File: config.mk
export PLATFORM = sky130hd
export DESIGN_NAME = delta_modulation_crusher_top
export DESIGN_NICKNAME = d
export VERILOG_FILES = /design/src/hw/rtl/dmc_pkg.sv /design/src/hw/rtl/dmc_cfg.sv /design/src/hw/rtl/dmc_ctrl.sv /design/src/hw/rtl/dmc_dpath.sv /design/src/hw/rtl/delta_modulation_crusher_top.sv
export SDC_FILE = /design/constraint.sdc
export NUM_CORES = 2
export LEC_CHECK = 0
export ABC_AREA = 1
export BUFFER_PORTS_ARGS = -buffer_cell sky130_fd_sc_hd__buf_2
export CAP_MARGIN = 20
export CORE_MARGIN = 4
export CORE_UTILIZATION = 50
export CTS_CLUSTER_SIZE = 10
export DETAILED_ROUTE_END_ITERATION = 8
export PLACE_DENSITY = 0.63
export SETUP_SLACK_MARGIN = 0.05
export SYNTH_ARGS = -nofsm -noshare
export SYNTH_HDL_FRONTEND = slang
export SYNTH_SLANG_ARGS = --single-unit
File: constraint.sdc
create_clock -name clk_i -period 12.5 [get_ports clk_i]
set_clock_uncertainty 0.2 [all_clocks]
set_input_delay 0.625 -clock clk_i [delete_from_list [all_inputs] [get_ports clk_i]]
set_output_delay 0.625 -clock clk_i [all_outputs]
set_load 0.01 [all_outputs]
File: src/hw/rtl/dmc_pkg.sv
`timescale 1ns / 1ps
// ----------------------------------------------------------------------------
// dmc_pkg
// Shared types and constants for the delta modulation crusher.
// ----------------------------------------------------------------------------
package dmc_pkg;

  // Default sizing
  localparam int DMC_CHANNELS    = 2;
  localparam int DMC_SAMPLE_BITS = 16;

  // Field widths
  localparam int CFG_IDX_W = 3;
  localparam int GAIN_W    = 16;
  localparam int QUAL_W    = 4;
  localparam int COUNT_W   = 15;
  localparam int LEVEL_W   = 8;

  // Numeric constants
  localparam int LEVEL_MAX = 64;
  localparam int MIX_FULL  = 32768;

  // Reset values of the configuration registers
  localparam int RST_INPUT_GAIN  = 16384;
  localparam int RST_OUTPUT_GAIN = 16384;
  localparam int RST_MIX_AMOUNT  = 32768;
  localparam int RST_QUALITY     = 15;

  // Configuration register map
  typedef enum logic [CFG_IDX_W-1:0] {
    REG_INPUT_GAIN  = 3'd0,
    REG_OUTPUT_GAIN = 3'd1,
    REG_MIX_AMOUNT  = 3'd2,
    REG_QUALITY     = 3'd3,
    REG_BYPASS      = 3'd4
  } cfg_reg_e;

  // Operations of the shared multiplier
  typedef enum logic [1:0] {
    MUL_SCALE = 2'd0,  // sample * input_gain
    MUL_DRY   = 2'd1,  // sample * (full - mix)
    MUL_WET   = 2'd2,  // level * output_gain
    MUL_MIX   = 2'd3   // (level * output_gain) * mix
  } mul_op_e;

  typedef struct packed {
    logic [GAIN_W-1:0] input_gain;
    logic [GAIN_W-1:0] output_gain;
    logic [GAIN_W-1:0] mix_amount;
    logic [QUAL_W-1:0] quality;
    logic              bypass;
  } dmc_cfg_t;

  // Controller to datapath commands
  typedef struct packed {
    logic    load;        // capture input transaction and channel state
    logic    mul_en;      // run the multiplier this cycle
    mul_op_e mul_op;
    logic    update;      // step the level and hold counter
    logic    out_load;    // write the output register
    logic    out_bypass;  // output register takes the raw sample
  } dmc_cmd_t;

endpackage

File: src/hw/rtl/dmc_cfg.sv
`timescale 1ns / 1ps
// ----------------------------------------------------------------------------
// dmc_cfg
// Configuration register file, written one register per transaction.
// ----------------------------------------------------------------------------
module dmc_cfg (
  input  logic                             clk_i,
  input  logic                             rst_ni,
  input  logic                             cfg_valid_i,
  output logic                             cfg_ready_o,
  input  logic [dmc_pkg::CFG_IDX_W-1:0]    cfg_index_i,
  input  logic [dmc_pkg::GAIN_W-1:0]       cfg_data_i,
  output dmc_pkg::dmc_cfg_t                cfg_o
);

  dmc_pkg::dmc_cfg_t cfg_q;

  // Writes are always taken
  assign cfg_ready_o = 1'b1;
  assign cfg_o       = cfg_q;

  // Register writes; unknown indexes are dropped
  always_ff @(posedge clk_i or negedge rst_ni) begin
    if (!rst_ni) begin
      cfg_q.input_gain  <= dmc_pkg::GAIN_W'(dmc_pkg::RST_INPUT_GAIN);
      cfg_q.output_gain <= dmc_pkg::GAIN_W'(dmc_pkg::RST_OUTPUT_GAIN);
      cfg_q.mix_amount  <= dmc_pkg::GAIN_W'(dmc_pkg::RST_MIX_AMOUNT);
      cfg_q.quality     <= dmc_pkg::QUAL_W'(dmc_pkg::RST_QUALITY);
      cfg_q.bypass      <= 1'b0;
    end else if (cfg_valid_i && cfg_ready_o) begin
      case (cfg_index_i)
        dmc_pkg::REG_INPUT_GAIN:  cfg_q.input_gain  <= cfg_data_i;
        dmc_pkg::REG_OUTPUT_GAIN: cfg_q.output_gain <= cfg_data_i;
        dmc_pkg::REG_MIX_AMOUNT:  cfg_q.mix_amount  <= cfg_data_i;
        dmc_pkg::REG_QUALITY:     cfg_q.quality     <= cfg_data_i[dmc_pkg::QUAL_W-1:0];
        dmc_pkg::REG_BYPASS:      cfg_q.bypass      <= cfg_data_i[0];
        default: ;
      endcase
    end
  end

endmodule

File: src/hw/rtl/dmc_ctrl.sv
`timescale 1ns / 1ps
// ----------------------------------------------------------------------------
// dmc_ctrl
// Sequencer: walks one sample through the four multiplies (skipped in bypass) and the output.
// ----------------------------------------------------------------------------
module dmc_ctrl (
  input  logic               clk_i,
  input  logic               rst_ni,
  input  logic               in_valid_i,
  output logic               in_stall_o,
  output logic               out_valid_o,
  input  logic               out_stall_i,
  input  logic               bypass_i,
  output dmc_pkg::dmc_cmd_t  cmd_o
);

  typedef enum logic [2:0] {
    ST_IDLE,
    ST_SCALE,
    ST_DRY,
    ST_WET,
    ST_MIX,
    ST_OUT
  } state_e;

  state_e state_q;
  logic   out_valid_q;
  logic   accept;
  logic   out_free;

  assign in_stall_o  = (state_q != ST_IDLE);
  assign accept      = in_valid_i && (state_q == ST_IDLE);
  assign out_free    = !out_valid_q || !out_stall_i;
  assign out_valid_o = out_valid_q;

  // Datapath commands decoded from state
  always_comb begin
    cmd_o            = '0;
    cmd_o.load       = accept;
    cmd_o.out_bypass = bypass_i;
    cmd_o.mul_op     = dmc_pkg::MUL_SCALE;
    case (state_q)
      ST_SCALE: begin
        cmd_o.mul_en = 1'b1;
        cmd_o.mul_op = dmc_pkg::MUL_SCALE;
      end
      ST_DRY: begin
        cmd_o.mul_en = 1'b1;
        cmd_o.mul_op = dmc_pkg::MUL_DRY;
        cmd_o.update = 1'b1;
      end
      ST_WET: begin
        cmd_o.mul_en = 1'b1;
        cmd_o.mul_op = dmc_pkg::MUL_WET;
      end
      ST_MIX: begin
        cmd_o.mul_en = 1'b1;
        cmd_o.mul_op = dmc_pkg::MUL_MIX;
      end
      ST_OUT: begin
        cmd_o.out_load = out_free;
      end
      default: ;
    endcase
  end

  // State and output valid
  always_ff @(posedge clk_i or negedge rst_ni) begin
    if (!rst_ni) begin
      state_q     <= ST_IDLE;
      out_valid_q <= 1'b0;
    end else begin
      // New result loaded, or the held one taken
      if ((state_q == ST_OUT) && out_free) begin
        out_valid_q <= 1'b1;
      end else if (!out_stall_i) begin
        out_valid_q <= 1'b0;
      end
      case (state_q)
        ST_IDLE: begin
          if (accept) begin
            state_q <= bypass_i ? ST_OUT : ST_SCALE;
          end
        end
        ST_SCALE: state_q <= ST_DRY;
        ST_DRY:   state_q <= ST_WET;
        ST_WET:   state_q <= ST_MIX;
        ST_MIX:   state_q <= ST_OUT;
        ST_OUT: begin
          if (out_free) begin
            state_q <= ST_IDLE;
          end
        end
        default: state_q <= ST_IDLE;
      endcase
    end
  end

endmodule

File: src/hw/rtl/dmc_dpath.sv
`timescale 1ns / 1ps
// ----------------------------------------------------------------------------
// dmc_dpath
// Datapath: per-channel level and hold counter, one shared multiplier,
// level stepping, wet/dry sum with rounding and saturation.
// ----------------------------------------------------------------------------
module dmc_dpath #(
  parameter int CHANNELS    = dmc_pkg::DMC_CHANNELS,
  parameter int SAMPLE_BITS = dmc_pkg::DMC_SAMPLE_BITS
) (
  input  logic                          clk_i,
  input  logic                          rst_ni,
  input  dmc_pkg::dmc_cmd_t             cmd_i,
  input  dmc_pkg::dmc_cfg_t             cfg_i,
  input  logic signed [SAMPLE_BITS-1:0] sample_in_i,
  input  logic                          channel_i,
  input  logic                          block_start_i,
  output logic signed [SAMPLE_BITS-1:0] sample_out_o
);

  localparam int CW    = (CHANNELS > 1) ? $clog2(CHANNELS) : 1;
  localparam int LW    = dmc_pkg::LEVEL_W;
  localparam int WET_W = dmc_pkg::LEVEL_W + dmc_pkg::GAIN_W;
  localparam int MA_W  = (SAMPLE_BITS > WET_W) ? SAMPLE_BITS : WET_W;
  localparam int MB_W  = dmc_pkg::GAIN_W + 2;
  localparam int PW    = MA_W + MB_W;
  localparam int DW    = SAMPLE_BITS + 18;
  localparam int AW    = SAMPLE_BITS + 40;
  localparam int RW    = AW - 35;

  localparam logic signed [DW-1:0] DZ_POS  = DW'(1) <<< (SAMPLE_BITS + 6);
  localparam logic signed [DW-1:0] DZ_NEG  = -DZ_POS;
  localparam logic signed [RW-1:0] RES_MAX = RW'((64'sd1 <<< (SAMPLE_BITS - 1)) - 64'sd1);
  localparam logic signed [RW-1:0] RES_MIN = -RES_MAX - RW'(1);
  localparam logic signed [LW-1:0] LVL_MAX = LW'(dmc_pkg::LEVEL_MAX);
  localparam logic signed [LW-1:0] LVL_MIN = -LVL_MAX;

  // Channel state
  logic signed [LW-1:0]                 level_q [CHANNELS];
  logic        [dmc_pkg::COUNT_W-1:0]   hold_q  [CHANNELS];

  // Working registers for the transaction in flight
  logic signed [SAMPLE_BITS-1:0]        smp_q;
  logic        [CW-1:0]                 ch_q;
  logic signed [LW-1:0]                 lvl_q;
  logic        [dmc_pkg::COUNT_W-1:0]   hc_q;
  logic signed [PW-1:0]                 p_q;
  logic signed [PW-1:0]                 a_q;
  logic signed [PW-1:0]                 b_q;
  logic signed [SAMPLE_BITS-1:0]        out_q;

  logic        [CW-1:0]                 ch_in;
  logic        [dmc_pkg::GAIN_W-1:0]    mix_eff;
  logic        [dmc_pkg::GAIN_W-1:0]    dry_f;
  logic signed [MA_W-1:0]               mul_a;
  logic signed [MB_W-1:0]               mul_b;
  logic signed [PW-1:0]                 prod;
  logic signed [DW-1:0]                 delta;
  logic                                 go_up;
  logic                                 big;
  logic signed [LW-1:0]                 lvl_step;
  logic signed [LW-1:0]                 lvl_new;
  logic        [dmc_pkg::COUNT_W-1:0]   hc_mask;
  logic        [dmc_pkg::COUNT_W-1:0]   hc_next;
  logic signed [AW-1:0]                 acc;
  logic signed [RW-1:0]                 res;
  logic signed [SAMPLE_BITS-1:0]        res_sat;

  // Channel index wraps to the channel count
  assign ch_in = (CHANNELS > 1) ? CW'(channel_i) : CW'(0);

  // Mix above full acts as full
  assign mix_eff = (cfg_i.mix_amount > dmc_pkg::GAIN_W'(dmc_pkg::MIX_FULL)) ?
                   dmc_pkg::GAIN_W'(dmc_pkg::MIX_FULL) : cfg_i.mix_amount;
  assign dry_f   = dmc_pkg::GAIN_W'(dmc_pkg::MIX_FULL) - mix_eff;

  // Shared multiplier operand select
  always_comb begin
    case (cmd_i.mul_op)
      dmc_pkg::MUL_SCALE: begin
        mul_a = MA_W'(smp_q);
        mul_b = MB_W'(cfg_i.input_gain);
      end
      dmc_pkg::MUL_DRY: begin
        mul_a = MA_W'(smp_q);
        mul_b = MB_W'(dry_f);
      end
      dmc_pkg::MUL_WET: begin
        mul_a = MA_W'(lvl_q);
        mul_b = MB_W'(cfg_i.output_gain);
      end
      dmc_pkg::MUL_MIX: begin
        mul_a = p_q[MA_W-1:0];
        mul_b = MB_W'(mix_eff);
      end
      default: begin
        mul_a = '0;
        mul_b = '0;
      end
    endcase
  end

  assign prod = mul_a * mul_b;

  // Level step: compare scaled sample against level with half-step dead zone
  assign delta    = p_q[DW-1:0] - (DW'(lvl_q) <<< (SAMPLE_BITS + 7));
  assign go_up    = !delta[DW-1];
  assign big      = go_up ? (delta >= DZ_POS) : (delta <= DZ_NEG);
  assign lvl_step = go_up ? (lvl_q + LW'(1)) : (lvl_q - LW'(1));

  always_comb begin
    lvl_new = lvl_q;
    if ((hc_q == '0) && big) begin
      if (lvl_step > LVL_MAX) begin
        lvl_new = LVL_MAX;
      end else if (lvl_step < LVL_MIN) begin
        lvl_new = LVL_MIN;
      end else begin
        lvl_new = lvl_step;
      end
    end
  end

  // Hold counter wraps at 2^(15 - quality)
  assign hc_mask = {dmc_pkg::COUNT_W{1'b1}} >> cfg_i.quality;
  assign hc_next = (hc_q + dmc_pkg::COUNT_W'(1)) & hc_mask;

  // Wet/dry sum, round half up, saturate
  assign acc = (AW'(a_q) <<< 20) + (AW'(b_q) <<< (SAMPLE_BITS - 1)) + (AW'(1) <<< 34);
  assign res = acc[AW-1:35];

  always_comb begin
    if (res > RES_MAX) begin
      res_sat = RES_MAX[SAMPLE_BITS-1:0];
    end else if (res < RES_MIN) begin
      res_sat = RES_MIN[SAMPLE_BITS-1:0];
    end else begin
      res_sat = res[SAMPLE_BITS-1:0];
    end
  end

  // Channel state registers
  always_ff @(posedge clk_i or negedge rst_ni) begin
    if (!rst_ni) begin
      for (int i = 0; i < CHANNELS; i++) begin
        level_q[i] <= '0;
        hold_q[i]  <= '0;
      end
    end else if (cmd_i.update) begin
      level_q[ch_q] <= lvl_new;
      hold_q[ch_q]  <= hc_next;
    end
  end

  // Working registers and products
  always_ff @(posedge clk_i) begin
    if (cmd_i.load) begin
      smp_q <= sample_in_i;
      ch_q  <= ch_in;
      lvl_q <= block_start_i ? '0 : level_q[ch_in];
      hc_q  <= block_start_i ? '0 : hold_q[ch_in];
    end
    if (cmd_i.update) begin
      lvl_q <= lvl_new;
    end
    if (cmd_i.mul_en) begin
      case (cmd_i.mul_op)
        dmc_pkg::MUL_SCALE: p_q <= prod;
        dmc_pkg::MUL_DRY:   a_q <= prod;
        dmc_pkg::MUL_WET:   p_q <= prod;
        dmc_pkg::MUL_MIX:   b_q <= prod;
        default: ;
      endcase
    end
    if (cmd_i.out_load) begin
      out_q <= cmd_i.out_bypass ? smp_q : res_sat;
    end
  end

  assign sample_out_o = out_q;

endmodule

File: src/hw/rtl/delta_modulation_crusher_top.sv
`timescale 1ns / 1ps
// ----------------------------------------------------------------------------
// delta_modulation_crusher_top
// Delta modulation bit crusher with per-channel step level and hold counter.
// ----------------------------------------------------------------------------
// One sample is processed at a time. The input stays stalled from acceptance
// until the result is written to the output register, so a new sample is
// taken only after the previous one has reached it, later while a finished
// result waits on a stalled output register: the shared signed multiplier is
// used four times in sequence (input gain, dry share, output gain, wet share),
// then the wet/dry sum is rounded and saturated; bypass skips the multiplies.
// The output register lets the next sample be taken while the previous result
// is still stalled. Configuration writes must only be issued while no sample
// is in flight.
module delta_modulation_crusher_top #(
  parameter int CHANNELS    = dmc_pkg::DMC_CHANNELS,
  parameter int SAMPLE_BITS = dmc_pkg::DMC_SAMPLE_BITS
) (
  input  logic                          clk_i,
  input  logic                          rst_ni,
  // Configuration
  input  logic                          cfg_valid_i,
  output logic                          cfg_ready_o,
  input  logic [dmc_pkg::CFG_IDX_W-1:0] cfg_index_i,
  input  logic [dmc_pkg::GAIN_W-1:0]    cfg_data_i,
  // Input samples
  input  logic                          in_valid_i,
  output logic                          in_stall_o,
  input  logic signed [SAMPLE_BITS-1:0] sample_in_i,
  input  logic                          channel_i,
  input  logic                          block_start_i,
  // Output samples
  output logic                          out_valid_o,
  input  logic                          out_stall_i,
  output logic signed [SAMPLE_BITS-1:0] sample_out_o
);

  dmc_pkg::dmc_cfg_t cfg;
  dmc_pkg::dmc_cmd_t cmd;

  dmc_cfg u_cfg (
    .clk_i       (clk_i),
    .rst_ni      (rst_ni),
    .cfg_valid_i (cfg_valid_i),
    .cfg_ready_o (cfg_ready_o),
    .cfg_index_i (cfg_index_i),
    .cfg_data_i  (cfg_data_i),
    .cfg_o       (cfg)
  );

  dmc_ctrl u_ctrl (
    .clk_i       (clk_i),
    .rst_ni      (rst_ni),
    .in_valid_i  (in_valid_i),
    .in_stall_o  (in_stall_o),
    .out_valid_o (out_valid_o),
    .out_stall_i (out_stall_i),
    .bypass_i    (cfg.bypass),
    .cmd_o       (cmd)
  );

  dmc_dpath #(
    .CHANNELS    (CHANNELS),
    .SAMPLE_BITS (SAMPLE_BITS)
  ) u_dpath (
    .clk_i         (clk_i),
    .rst_ni        (rst_ni),
    .cmd_i         (cmd),
    .cfg_i         (cfg),
    .sample_in_i   (sample_in_i),
    .channel_i     (channel_i),
    .block_start_i (block_start_i),
    .sample_out_o  (sample_out_o)
  );

endmodule

==> results.toml <==
[global_routing]
grt_pass1_vias = 23300
grt_max_degree = 78
grt-ovfl-total = 0
grt_first_pass_wirelength_um = 131000
grtUsageTotal_pct = 26.3
antenna_found_initial = 0

[placement]
port_buffers = 59
post-place-cells = 4221
dpl_worst_slack_ns = 3.46
place.gp.congestion = 0.953
dpl.hpwl_um = 65900

[route]
drc = 0
vias = 22700
viasPerCell = 5.31
first_iter_violations = 1707
routedWlPerCell_um = 19.1
drt-total-wl_um = 81700
postRouteAntennaNets = 0
drtPass1Iterations = 5

[yosys]
yosys_warnings = 0
synthCells = 3478
synth_area_leaders = "fa_1 25%, edfxtp_1 16%, inv_1 8.9%"
ys_top_cells_by_count = "707 x inv_1, 692 x nand2_1, 374 x fa_1, 309 x nor2_1, 205 x nand3_1"
async_flop_share_pct = 38.9
syn-num-nets = 4080
synth_top_area_cell = "fa_1"
synth_flop_cell = "edfxtp_1"
synth-edff-count = 162
yosysUniqueCellTypes = 69
ys_seq_elements = 265
syn-cell-area_mm2 = 0.0297
synth.top_cell.area_share_pct = 25.2
ys_seq_area_share_pct = 25.1
avgSynthCellArea_um2 = 8.54
synthMostInstantiatedCell = "inv_1"

[critical_path]
critPathKind = "flip-flop to flip-flop"
max_stage_delay_ns = 0.64
cp_data_required_time_ns = 12.57
crit_start = "u_ctrl.state_q[0]$_DFFE_PN0P_"
critPathMaxFanout = 45
crit_path_top_delay_cell = "nand2_1"
end_kind = "flip-flop"
startpoint_type = "flip-flop"
cpMostUsedCell = "fa_1"
r2r_start = "u_ctrl.state_q[0]$_DFFE_PN0P_"
cp.arrival_ns = 9.16

[floorplan]
die_w_um = 252
core_mm2 = 0.0589
num_rows = 89
io_pins = 61
die_area_mm2 = 0.0634
start_util_pct = 50.4
die_h_um = 252

[clocking]
clk_pin_slew_ns = 0.06
cts_sinks = 265
cts_tree = "built"
tritoncts.num_buffers = 34
htreeDepth = 2
cts-root-buf = "clkbuf_16"
cts_buffer_depth = 3
clk_latency_ns = 0.53
cts_resized = 0

[layout]
num-nets-final = 4091
finish.cell_count_without_fillers = 4281
drive_gt1_share_pct = 8.95
diodes = 0
syn2layout_area_growth_pct = 6.09

[run_status]
status = "complete, no violations"

[sta]
rsz0062_at_grt = "false"
setup_viol = 0
finalMaxSlewViolations = 0
max_freq_mhz = 110
period_minus_slack_ns = 9.09
fin_setup_tns_ns = 0
period_share_pct = 72.7
slew_headroom_pct = 21.9
holdWs_ns = 0.0667
worst_pin_slew_ns = 1.17
hold_violations = 0
postLayoutSetupSlackWorst_ns = 3.41

[min_path]
hp-start = "sample_in_i[7]"
hp-class = "input port to flip-flop"

[job]
drv_cap = 0
-- repair_timing --
action	4_1_cts	5_1_grt
setup buffers	0	0
endpoints found under the hold margin	24	0
hold buffers	1	0
-- worst max-delay path, delay by kind of cell (launching register included) --
kind / cells / cell delay [ns]
xor gates and xnor gates: 1 / 0.07
adders and majority gates: 7 / 3.44
buffers and inverters: 8 / 1.25
DFF: 1 / 0.43
and+or+nand+nor: 13 / 3.39
-- metal layers --
metal	share of wire, %	up-vias	GRT usage [%]
met2	45	779	42.1
met5	0	-	0
met4	3.4	0	7.89
met1	45	11100	37.7
met3	6.5	131	3.72
li1	-	10800	-
-- layout by cell type, fill, tap and decap left out, drive strengths merged, types with 2 or more instances in the layout --
cell type	instances
edfxtp	162
a21o	3
clkinv	7
o21bai	17
xor2	43
a31oi	10
a211oi	3
dfstp	7
inv	740
and3	3
nor3	19
or2	12
nand3	230
a21oi	108
xnor2	35
dfrtp	96
o211ai	9
nor2	367
o21a	3
o22ai	16
o2111ai	4
o21ai	169
nand4	21
buf	77
nand2	715
nor4	9
ha	186
fa	374
o41ai	2
o221ai	3
a221oi	2
clkbuf	48
-- state kept, by name, indices dropped and copies added, names as in the netlist --
register / cells
u_cfg.cfg_o: 53
u_ctrl.out_valid_o: 1
u_ctrl.state_q: 3
u_dpath.a_q: 36
u_dpath.b_q: 36
u_dpath.ch_q: 1
u_dpath.hc_q: 15
u_dpath.hold_q: 30
u_dpath.level_q: 16
u_dpath.lvl_q: 8
u_dpath.p_q: 34
u_dpath.sample_out_o: 16
u_dpath.smp_q: 16
-- final cells by class --
type | instances | area, um^2
Sequential cell | 265 | 7450
Multi-Input combinational cell | 2370 | 18800
Clock buffer | 48 | 945
Timing Repair Buffer | 78 | 510
Inverter | 740 | 2790
Clock inverter | 7 | 60.1
Fill cell | 5591 | 27400
Tap cell | 773 | 967
-- cell families (layout without fill, tap and decap cells) --
logic type	count (synthesis)	after routing	share of synthesized area (%)
AO/OA/AOI/OAI	352	352	7.27
XOR/XNOR	78	78	2.33
adder cells (fa/ha/maj)	560	560	33.0
buffers and inverters	843	873	11.7
flip-flops	265	265	25.1
other	1	1	0.0126
AND/OR/NAND/NOR	1379	1379	20.6
-- per-stage QoR --
stage	util (%)	cell area [um^2]
finish	53.5	31500
global route	53.5	31500
CTS	53.3	31400
detailed placement	51.6	30400
global placement	51.6	30400
floorplan	-	29700
-- final timing paths --
kind | endpoint | slack, ns | cells after the start
setup / recovery | u_dpath.b_q[39]$_DFFE_PP_ | 3.41 | 29
min in group asynchronous | u_cfg.cfg_o[49]$_DFFE_PN0P_ | 0.33 | 2
hold / removal | u_dpath.smp_q[7]$_DFFE_PP_ | 0.07 | 1
max in group asynchronous | u_cfg.cfg_o[3]$_DFFE_PN1P_ | 10.85 | 4
setup reg to reg | u_dpath.b_q[39]$_DFFE_PP_ | 3.41 | 29
hold reg to reg | u_dpath.hold_q[15]$_DFFE_PN0P_ | 0.27 | 2
Power is left out: the tool's default activity adds up to more than one toggle a clock period on the data nets, which glitch-free logic cannot reach.
